File: src/sv/tvt_pkg.sv
package tvt_pkg;

  typedef logic [2:0] status_t;

  // Result status codes
  localparam status_t ST_OK       = 3'd0;
  localparam status_t ST_INVALID  = 3'd1;
  localparam status_t ST_PAUSED   = 3'd2;
  localparam status_t ST_NONMONO  = 3'd3;
  localparam status_t ST_OVERFLOW = 3'd4;
  localparam status_t ST_DRIFT    = 3'd5;

  localparam int unsigned CFG_IDX_W = 8;
  localparam int unsigned MODE_W    = 2;

  // Register indexes
  localparam logic [CFG_IDX_W-1:0] REG_BASE_SOURCE  = 8'd0;
  localparam logic [CFG_IDX_W-1:0] REG_BASE_VIRTUAL = 8'd1;
  localparam logic [CFG_IDX_W-1:0] REG_SCALE        = 8'd2;
  localparam logic [CFG_IDX_W-1:0] REG_OFFSET       = 8'd3;
  localparam logic [CFG_IDX_W-1:0] REG_FLOOR        = 8'd4;
  localparam logic [CFG_IDX_W-1:0] REG_MAX_DRIFT    = 8'd5;
  localparam logic [CFG_IDX_W-1:0] REG_MODE         = 8'd6;
  localparam logic [CFG_IDX_W-1:0] REG_GENERATION   = 8'd7;

  // Mode bits
  localparam int unsigned MODE_PAUSE = 0;
  localparam int unsigned MODE_CLAMP = 1;

  typedef struct packed {
    logic [63:0]        base_src;
    logic [63:0]        base_virt;
    logic [63:0]        rate_scale;
    logic signed [63:0] tick_offset;
    logic [63:0]        floor_virt;
    logic [63:0]        drift_limit;
    logic [MODE_W-1:0]  mode_bits;
    logic [63:0]        generation_tag;
  } cfg_t;

  // Word moving between the middle stages
  typedef struct packed {
    logic [63:0] value;
    logic [63:0] ref_ticks;
    status_t     status;
  } stage_t;

  // Word leaving the drift stage
  typedef struct packed {
    logic [63:0] cand;
    logic [63:0] abs_d;
    logic        ge;
    logic        dovf;
    status_t     status;
  } drift_t;

endpackage

File: src/sv/tvt_post.sv
module tvt_post
  import tvt_pkg::*;
(
  input  logic       clk,
  input  logic [3:0] en,
  input  cfg_t       cfg,
  input  stage_t     din,
  output drift_t     dout
);

  stage_t      s4, s5, s6;
  stage_t      s4_next, s5_next, s6_next;
  drift_t      s7_next;
  logic [64:0] sum1, sum2;
  logic        below;
  logic [63:0] d_up, d_dn;

  // Add base virtual value, catch the carry
  always_comb begin
    sum1    = {1'b0, din.value} + {1'b0, cfg.base_virt};
    s4_next = din;
    s4_next.value = sum1[63:0];
    if (din.status == ST_OK && sum1[64]) begin
      s4_next.status = ST_OVERFLOW;
    end
  end

  // Add signed offset: positive fails on carry, negative fails on borrow
  always_comb begin
    sum2    = {1'b0, s4.value} + {1'b0, cfg.tick_offset};
    s5_next = s4;
    s5_next.value = sum2[63:0];
    if (s4.status == ST_OK && (cfg.tick_offset[63] ? !sum2[64] : sum2[64])) begin
      s5_next.status = ST_OVERFLOW;
    end
  end

  // Enforce the floor: clamp or reject
  always_comb begin
    below   = (cfg.floor_virt != 64'd0) && (s5.value < cfg.floor_virt);
    s6_next = s5;
    if (s5.status == ST_OK && below) begin
      if (cfg.mode_bits[MODE_CLAMP]) begin
        s6_next.value = cfg.floor_virt;
      end else begin
        s6_next.status = ST_NONMONO;
      end
    end
  end

  // Form drift magnitude and its sign
  always_comb begin
    d_up = s6.value - s6.ref_ticks;
    d_dn = s6.ref_ticks - s6.value;
    s7_next.cand   = s6.value;
    s7_next.ge     = s6.value >= s6.ref_ticks;
    s7_next.abs_d  = s7_next.ge ? d_up : d_dn;
    s7_next.dovf   = s7_next.ge ? s7_next.abs_d[63]
                                : (s7_next.abs_d[63] && s7_next.abs_d[62:0] != 63'd0);
    s7_next.status = s6.status;
  end

  always_ff @(posedge clk) begin
    if (en[0]) s4 <= s4_next;
    if (en[1]) s5 <= s5_next;
    if (en[2]) s6 <= s6_next;
    if (en[3]) dout <= s7_next;
  end

endmodule

File: config.mk
export PLATFORM = sky130hd
export DESIGN_NAME = tvt_post
export DESIGN_NICKNAME = d
export VERILOG_FILES = /design/src/sv/tvt_pkg.sv /design/src/sv/tvt_post.sv
export SDC_FILE = /design/constraint.sdc
export NUM_CORES = 1
export LEC_CHECK = 0
export BUFFER_PORTS_ARGS = -buffer_cell sky130_fd_sc_hd__buf_2
export CAP_MARGIN = 25
export CORE_AREA = 2 2 283 285
export DETAILED_ROUTE_END_ITERATION = 16
export DIE_AREA = 0 0 285 287
export PLACE_DENSITY = 0.64
export SLEW_MARGIN = 15
export SYNTH_ARGS = -nofsm -noshare
export SYNTH_HDL_FRONTEND = slang
export SYNTH_SLANG_ARGS = --single-unit
File: constraint.sdc
create_clock -name clk -period 11.75 [get_ports clk]
set_clock_uncertainty 0.1 [all_clocks]
set_input_delay 2.35 -clock clk [delete_from_list [all_inputs] [get_ports clk]]
set_output_delay 2.35 -clock clk [all_outputs]
set_load 0.02 [all_outputs]
==> results.py, run 1 <==
metrics = {
    "outcome": {
        "outcome": "finished clean",
    },
    "clock_network": {
        "clockBufferDepth": 3,
        "cts_sinks": 526,
        "root_buffer": "clkbuf_16",
        "cts_resized": 0,
        "htree_levels": 2,
        "clk_latency_ns": 0.63,
        "cts_tree": "yes",
        "path_clk_slew_ns": 0.06,
        "cts_buffers": 58,
        "postCtsHoldBufs": 0,
        "postCtsSetupRepairBufs": 0,
    },
    "worst_setup_path": {
        "critical_path_class": "register to register",
        "cp-start-kind": "register",
        "r2r_cells": 14,
        "cp.required_ns": 11.99,
        "end_kind": "register",
        "cp_max_fo": 45,
        "worstPathArrival_ns": 6.98,
    },
    "sta": {
        "timing.setup.tns_ns": 0,
        "setup_violations": 0,
        "hold_ws_ns": 0.315,
        "hold_viol": 0,
        "fin_crit_sh": 0.573,
        "fmax_mhz": 148,
        "period_needed_ns": 6.74,
        "worst_pin_slew_ns": 0.964,
        "slew_viol_final": 0,
        "rsz0062_at_grt": "false",
        "relSlewSlack": 0.358,
    },
    "synth": {
        "ys_top_cells_by_count": "edfxtp_1, ha_1, a21oi_1",
        "async_flop_share": 0,
        "ys_warn_count": 0,
        "syn-num-nets": 3983,
        "syn_area_per_cell_um2": 10.8,
        "synth.most_common_cell": "edfxtp_1",
        "synth_edf_count": 526,
        "synth_cell_types": 81,
        "ys_ff_latch": 526,
        "yosys.area.top_type_share": 0.477,
        "syn-cell-area_um2": 33100,
        "ys_top_cells_by_area": "edfxtp_1, ha_1, a21oi_1",
        "synth_top_area_cell": "edfxtp_1",
        "synthFlopType": "edfxtp_1",
        "netlist_instances": 3075,
        "ys_seq_area_frac": 0.477,
    },
    "place": {
        "place_congestion": 0.934,
        "dpl.cell_count": 4512,
        "dp_hpwl_um": 81100,
        "port_buffers": 461,
        "placed_cell_area_um2": 36500,
    },
    "route": {
        "drtPass1Iterations": 5,
        "drcViolationCount": 0,
        "vias": 25200,
        "wirelength_um": 100000,
        "drtIter0Drc": 1845,
        "wl_per_cell_um": 21.6,
        "final_antenna_net_count": 0,
        "avgViaCountPerCell": 5.44,
    },
    "power": {
        "p_sw_frac": 0.356,
        "p_per_area_nw_per_um2": 179,
        "p_comb_frac": 0.351,
        "power.internal_mw": 4.43,
        "fin_total_pwr_mw": 6.87,
        "p_sw_mw": 2.44,
        "seq_power_share": 0.388,
        "clock_power_share": 0.261,
        "vdd.ir_drop.worst_uv": 120,
        "p_leak_nw": 16.6,
    },
    "finish": {
        "final-seq-area_um2": 15800,
        "drive_gt1_frac": 0.184,
        "syn2layout_area_growth_pct": 16.1,
        "stdcell_count": 4634,
        "fillers": 7307,
        "finalInstanceArea_um2": 38400,
        "multi_input_area_um2": 16000,
        "fin_nets": 4430,
    },
    "global_route": {
        "grt_usage": 0.239,
        "grt_max_degree": 79,
        "grt_overflow": 0,
        "antenna_found_initial": 38,
        "grt_pass1_vias": 24100,
        "grt_pass1_wl_um": 148000,
    },
    "floorplanning": {
        "start_util": 0.421,
        "dieArea_um2": 81800,
        "fp.dieH_um": 287,
        "core_um2": 78600,
        "io_pins": 719,
        "rows": 103,
        "dieWidth_um": 285,
    },
    "hold_path": {
        "hold_path_depth": 0,
        "hold_class": "register to register",
    },
    "job": {
        "drv_cap": 0,
    },
}
## state kept, by name (all words and copies together), names as in the netlist
| signal | count |
|---|---|
| dout | 133 |
| s4 | 131 |
| s5 | 131 |
| s6 | 131 |
## metal layers
metal,global-route usage,vias to the layer above,wire (um)
li1,-,12400,-
met1,0.346,11800,46900
met2,0.358,797,42600
met3,0.0562,152,7860
met4,0.0634,34,2450
met5,0,-,218
## layout by cell type, fill, tap and decap left out, types with 9 or more instances in the layout
master / Yosys / routed
edfxtp_1: 526 / 526
buf_2: 11 / 457
ha_1: 318 / 318
a21oi_1: 306 / 305
inv_1: 258 / 258
nor2_1: 169 / 169
nand2_1: 163 / 163
a21o_1: 157 / 157
o21ai_0: 157 / 157
xnor2_1: 108 / 108
mux2_2: 65 / 65
xor2_1: 60 / 60
clkbuf_16: 0 / 58
nand4_1: 52 / 52
nor2b_1: 49 / 49
nor3_1: 47 / 47
nand3_1: 44 / 44
o21bai_1: 38 / 38
nand2b_1: 38 / 38
mux2i_1: 33 / 33
a31oi_1: 32 / 32
nor4_1: 32 / 32
o21a_1: 24 / 24
a211oi_1: 23 / 23
and3_1: 22 / 22
and2_1: 21 / 21
o211ai_1: 17 / 17
o31ai_1: 16 / 16
buf_4: 0 / 16
diode_2: 0 / 15
a21boi_0: 15 / 15
or3_1: 14 / 14
and4_1: 13 / 13
clkinv_1: 0 / 12
a2111oi_0: 11 / 11
nor3b_1: 11 / 11
or4_1: 10 / 10
a221o_1: 9 / 9
## worst max-delay path, cell delays in order, from the launching register on
cell and delay, ns:
edfxtp_1 0.50, ha_1 0.45, a21oi_1 0.23, nor3b_1 0.27, a21oi_1 0.24, o31ai_1 0.81, a211oi_2 0.26, o21ai_4 0.24
buf_4 0.60, nand3_1 0.37, or4_1 0.54, or4b_1 0.56, or4_1 0.42, nor4_1 0.64, a31oi_1 0.18
## per-stage QoR
stage           util  setup slack [ns]
6_report       0.489              5.01
5_1_grt        0.488              4.79
4_1_cts        0.488              5.04
3_5_place_dp   0.464              4.60
3_3_place_gp   0.464              4.65
2_1_floorplan      -              5.82
## worst paths after layout
check	from	to	slack (ns)
setup / recovery	s6[72]$_DFFE_PP_	dout[3]$_DFFE_PP_	5.01
hold / removal	s5[13]$_DFFE_PP_	s6[13]$_DFFE_PP_	0.31
setup reg to reg	s6[72]$_DFFE_PP_	dout[3]$_DFFE_PP_	5.01
hold reg to reg	s5[13]$_DFFE_PP_	s6[13]$_DFFE_PP_	0.31
## cells by family after synthesis
group | after synthesis | synth area share
XOR/XNOR | 168 | 0.0445
AND/OR/NAND/NOR | 711 | 0.109
flip-flops | 526 | 0.477
buffers and inverters | 346 | 0.0397
adder cells (fa/ha/maj) | 322 | 0.123
AO/OA/AOI/OAI | 904 | 0.174
multiplexers | 98 | 0.0321
## power groups by stage
stage,clock (mW),sequential [mW],combinational [mW]
3_5_place_dp,0,2.70,2.37
6_report,1.79,2.67,2.41
3_3_place_gp,0,2.70,2.37
4_1_cts,1.84,2.67,2.39
5_1_grt,1.91,2.70,2.65
2_1_floorplan,0,2.76,1.49
## area by class of cell
| cell class | count | area share |
|---|---|---|
| antenna | 15 | 0.000977 |
| clock buffer | 66 | 0.0386 |
| clock inverter | 41 | 0.0105 |
| inverter | 259 | 0.0254 |
| multi-input combinational | 2203 | 0.416 |
| sequential | 526 | 0.411 |
| tap | 1050 | 0.0342 |
| timing repair buffer | 474 | 0.0630 |
No activity file was read; power rests on OpenSTA's default activity.
==> run 2: changes to the inputs <==
CORE_AREA = 2 2 277 279   (was 2 2 283 285)
DIE_AREA = 0 0 279 281   (was 0 0 285 287)
PLACE_DENSITY = 0.67   (was 0.64)
clock period = 7.1 ns   (was 11.75 ns; I/O delays follow)
==> run 2 against run 1 <==
  * Die area fell by 4.2%
  * Combinational power rose by 65%
  * Critical path depth rose by 1
  * Sequential share of layout area barely moved
==> results.py, run 2 (synthesized netlist as in run 1, its figures left out) <==
metrics = {
    "global_route": {
        "grt_pass1_wl_um": 145000,
        "grt_max_degree": 81,
        "grt_pass1_vias": 24400,
        "grt_overflow": 0,
        "grt_usage": 0.241,
        "antenna_found_initial": 44,
    },
    "power": {
        "p_leak_nw": 16.7,
        "vdd.ir_drop.worst_uv": 175,
        "p_per_area_nw_per_um2": 296,
    },
    "finish": {
        "drive_gt1_frac": 0.186,
        "stdcell_count": 4571,
        "final_common_cell": "edfxtp_1",
        "top_register": "dout",
        "finalInstanceArea_um2": 38400,
        "fin_nets": 4440,
        "final_cell_mix": "edfxtp_1, buf_2, ha_1",
        "largest_reg_flops": 133,
        "syn2layout_area_growth_pct": 16.1,
    },
    "route": {
        "drtPass1Iterations": 5,
        "drtIter0Drc": 2028,
        "vias": 25600,
        "wl_per_cell_um": 21.3,
        "avgViaCountPerCell": 5.61,
        "final_antenna_net_count": 0,
        "wirelength_um": 97300,
        "drcViolationCount": 0,
    },
    "clock_network": {
        "cts_sinks": 526,
        "path_clk_slew_ns": 0.07,
        "htree_levels": 2,
        "clk_latency_ns": 0.61,
        "cts_resized": 0,
        "clockBufferDepth": 3,
        "cts_tree": "yes",
        "root_buffer": "clkbuf_16",
        "cts_buffers": 57,
        "postCtsHoldBufs": 0,
        "postCtsSetupRepairBufs": 0,
    },
    "hold_path": {
        "hold-path-endpoint": "s6[36]$_DFFE_PP_",
        "hold_path_depth": 0,
        "hold_class": "register to register",
        "hold_path_startpoint": "s5[36]$_DFFE_PP_",
    },
    "worst_setup_path": {
        "critical_path_class": "register to register",
        "end_kind": "register",
        "cp.required_ns": 7.32,
        "worstPathArrival_ns": 6.31,
        "r2r-end": "dout[3]$_DFFE_PP_",
        "cp-start-kind": "register",
        "regToRegSetupSlack_ns": 1.02,
        "r2r_cells": 15,
        "cp_max_fo": 45,
        "rr_startpoint": "s6[90]$_DFFE_PP_",
    },
    "sta": {
        "timing.setup.tns_ns": 0,
        "setup_violations": 0,
        "slew_viol_final": 0,
        "rsz0062_at_grt": "false",
        "hold_viol": 0,
        "worst_pin_slew_ns": 0.951,
        "fin_crit_sh": 0.857,
        "relSlewSlack": 0.366,
        "period_needed_ns": 6.08,
        "fmax_mhz": 164,
    },
    "floorplanning": {
        "dieArea_um2": 78400,
        "core_um2": 75400,
        "fp.dieH_um": 281,
        "start_util": 0.439,
        "rows": 101,
        "dieWidth_um": 279,
        "io_pins": 719,
    },
    "place": {
        "placed_cell_area_um2": 36500,
        "place_congestion": 0.955,
        "dp_hpwl_um": 78000,
        "port_buffers": 461,
        "dpl.cell_count": 4451,
    },
    "job": {
        "drv_cap": 0,
    },
    "outcome": {
        "outcome": "finished clean",
    },
}
==> run 2: cell count changes in the layout (fill, tap and decap cells not counted) <==
cell,previous run,this run
buf_12,0,1
buf_4,16,26
bufinv_16,5,9
clkbuf_1,8,4
clkbuf_16,58,57
clkinv_1,12,14
clkinv_2,6,12
clkinv_4,3,2
clkinv_8,1,0
clkinvlp_4,8,2
diode_2,15,16
inv_16,2,0
==> run 2: through the flow <==
stage                      util  worst slack [ns]  power, mW  hold WS [ns]
after CTS                 0.509              1.00       11.4         0.308
after floorplan               -              2.10       7.03         0.300
final                     0.509              1.02       11.4         0.311
after detailed placement  0.484              1.03       8.36         0.305
after global placement    0.484              1.01       8.32         0.301
after global routing      0.509             0.735       12.0         0.317
==> run 2: worst max-delay path, stage by stage, from the launching register on <==
cell and delay, ns:
edfxtp_1 0.48, ha_1 0.44, a21oi_1 0.26, o21ai_1 0.16, a221oi_2 0.50, nor2_1 0.12
or4_4 0.58, o21ai_4 0.17, buf_4 0.60, mux2i_1 0.32, xnor2_1 0.13, nor4_1 0.31
or4b_1 0.55, or4_1 0.41, nor4_1 0.48, a31oi_1 0.17
==> run 2: worst max-delay path by stage <==
| stage | from | endpoint |
|---|---|---|
| 3_3_place_gp | cfg[200] | s5[126]$_DFFE_PP_ |
| 2_1_floorplan | cfg[195] | s5[124]$_DFFE_PP_ |
| 5_1_grt | s6[104]$_DFFE_PP_ | dout[3]$_DFFE_PP_ |
| 6_report | s6[90]$_DFFE_PP_ | dout[3]$_DFFE_PP_ |
| 3_5_place_dp | s6[88]$_DFFE_PP_ | dout[3]$_DFFE_PP_ |
| 4_1_cts | s6[88]$_DFFE_PP_ | dout[3]$_DFFE_PP_ |
==> run 2: metal layers <==
layer  up-vias  GRT usage  routed length (um)
li1      12400          -                   -
met1     12000      0.334               43600
met2       935      0.375               42500
met3       172     0.0645                8680
met4        46     0.0605                2280
met5         -          0                 288
==> run 2: final cells by class <==
class	count	area (um2)
well taps	978	1220
inverters	259	975
multi-input cells	2203	16000
clock inverters	43	450
clock buffers	61	1440
diodes	16	40.0
flip-flops and latches	526	15800
fillers	6818	37000
repair buffers	485	2510
==> run 2: where the power goes <==
group / internal, mW / switching, mW / total [mW]
combinational: 1.51 / 2.47 / 3.98
sequential: 4.13 / 0.274 / 4.40
clock: 1.79 / 1.22 / 3.01
total: 7.43 / 3.96 / 11.4
==> run 3: changes to the inputs <==
TNS_END_PERCENT = 100   (was default)
clock period = 5.6 ns   (was 7.1 ns; I/O delays follow)
==> run 3 against run 2 <==
  * Sequential share of layout area fell by 0.91 points
  * Global-route usage up 0.76 points
  * Fmax grew 15%
  * Via count grew 1.0%
  * Hold slack is essentially flat
  * First-iteration DRC count grew 15%
  * Wire length increased by 3.2%
  * Design area up 2.3%
  * Total power rose by 30%
  * Combinational power is 34% higher
  * Sequential cell count stayed put
  * Register-to-register slack worse by 0.73 ns
  * Critical path type unchanged
  * Highest routed layer unchanged
==> results.py, run 3 (synthesized netlist as in run 1, its figures left out) <==
metrics = {
    "clock_network": {
        "cts_resized": 0,
        "path_clk_slew_ns": 0.06,
        "cts_buffers": 57,
        "postCtsSetupRepairBufs": 0,
        "cts_sinks": 526,
        "cts_tree": "yes",
        "clk_latency_ns": 0.63,
        "htree_levels": 2,
        "root_buffer": "clkbuf_16",
        "postCtsHoldBufs": 0,
        "clockBufferDepth": 3,
    },
    "sta": {
        "hold_viol": 0,
        "fmax_mhz": 188,
        "fin_crit_sh": 0.949,
        "hold_ws_ns": 0.311,
        "period_needed_ns": 5.31,
        "rsz0062_at_grt": "false",
        "setup_violations": 0,
        "worst_pin_slew_ns": 0.905,
        "timing.setup.tns_ns": 0,
        "relSlewSlack": 0.397,
        "slew_viol_final": 0,
    },
    "hold_path": {
        "hold_class": "register to register",
    },
    "floorplanning": {
        "io_pins": 719,
        "fp.dieH_um": 281,
        "dieWidth_um": 279,
        "rows": 101,
        "core_um2": 75400,
        "dieArea_um2": 78400,
        "start_util": 0.439,
    },
    "place": {
        "port_buffers": 461,
        "place_congestion": 0.956,
        "dp_hpwl_um": 81700,
    },
    "worst_setup_path": {
        "crit_buf_inv": 2,
        "cp.required_ns": 5.85,
        "crit_family": "simple AND/OR/NAND/NOR gates",
        "end_kind": "register",
        "crit_top_cell": "nor4_1",
        "cp-start-kind": "register",
        "cp_slowest_cell": "or4_4",
        "worstPathArrival_ns": 5.56,
        "cp_max_fo": 10,
        "crit_path_max_incr_delay_ns": 0.54,
        "critical_path.cell_chain": "ha_1 > a21oi_1 > o21ai_1 > a221oi_2 > nor2_1 > or4_4 > o21ai_4 > buf_12 > mux2i_1 > xnor2_1 > nor4_1 > or4b_1 > or4_1 > nor4_1 > buf_4 > a31oi_1",
        "critical_path_class": "register to register",
    },
    "global_route": {
        "grt_usage": 0.249,
        "antenna_found_initial": 30,
        "grt_pass1_vias": 24700,
        "grt_pass1_wl_um": 148000,
        "grt_max_degree": 73,
        "grt_overflow": 0,
    },
    "job": {
        "drv_cap": 0,
    },
    "route": {
        "drtIter0Drc": 2323,
        "wl_per_cell_um": 21.5,
        "vias": 25900,
        "wirelength_um": 100000,
        "final_antenna_net_count": 0,
        "avgViaCountPerCell": 5.53,
        "drtPass1Iterations": 5,
        "drcViolationCount": 0,
    },
    "finish": {
        "syn2layout_area_growth_pct": 18.8,
        "largest_reg_flops": 133,
        "fin_nets": 4549,
        "final_common_cell": "edfxtp_1",
        "top_register": "dout",
        "drive_gt1_frac": 0.211,
        "final_cell_mix": "edfxtp_1, buf_2, ha_1",
    },
    "outcome": {
        "outcome": "finished clean",
    },
    "power": {
        "p_leak_nw": 17.2,
        "seq_power_share": 0.378,
        "p_per_area_nw_per_um2": 376,
        "clock_power_share": 0.260,
        "vdd.ir_drop.worst_uv": 301,
        "p_sw_frac": 0.349,
        "power.internal_mw": 9.61,
        "p_sw_mw": 5.15,
        "p_comb_frac": 0.362,
    },
}
## run 3: stage by stage
stage	util	instance area (um2)	std cells	power (mW)	worst slack [ns]
finish	0.521	39300	4679	14.8	0.287
global route	0.521	39300	4677	15.5	0.0138
CTS	0.520	39300	4665	14.8	0.254
detailed placement	0.495	37300	4560	10.9	0.217
global placement	0.495	37300	4560	10.9	0.237
floorplan	-	33100	3075	8.91	0.900
## run 3: power by group through the flow
stage | Sequential (mW) | Clock [mW] | Combinational, mW
6_report | 5.58 | 3.84 | 5.34
5_1_grt | 5.64 | 4.08 | 5.83
4_1_cts | 5.58 | 3.94 | 5.29
3_5_place_dp | 5.66 | 0 | 5.25
3_3_place_gp | 5.64 | 0 | 5.24
2_1_floorplan | 5.79 | 0 | 3.12
## run 3: layout make-up
class,instances,area [um2]
Inverter,259,975
Antenna cell,14,35.0
Multi-Input combinational cell,2203,16000
Fill cell,6776,36200
Clock inverter,39,439
Tap cell,978,1220
Sequential cell,526,15800
Clock buffer,66,1480
Timing Repair Buffer,594,3360
## run 3: routing by layer
metal | vias to the layer above | global-route usage | part of all wire | wire length, um
met2 | 900 | 0.383 | 0.43 | 43200
met4 | 28 | 0.0638 | 0.025 | 2490
met5 | - | 0 | 0.0017 | 172
met3 | 147 | 0.0517 | 0.075 | 7490
li1 | 12600 | - | - | -
met1 | 12200 | 0.357 | 0.47 | 47100
## run 3: final timing paths
kind                                        from                end  slack (ns)  cells past startpoint
worst max-delay path            s6[90]$_DFFE_PP_  dout[3]$_DFFE_PP_        0.29                     16
worst min-delay path            s5[11]$_DFFE_PP_   s6[11]$_DFFE_PP_        0.31                      0
worst max register to register  s6[90]$_DFFE_PP_  dout[3]$_DFFE_PP_        0.29                     16
worst min register to register  s5[11]$_DFFE_PP_   s6[11]$_DFFE_PP_        0.31                      0
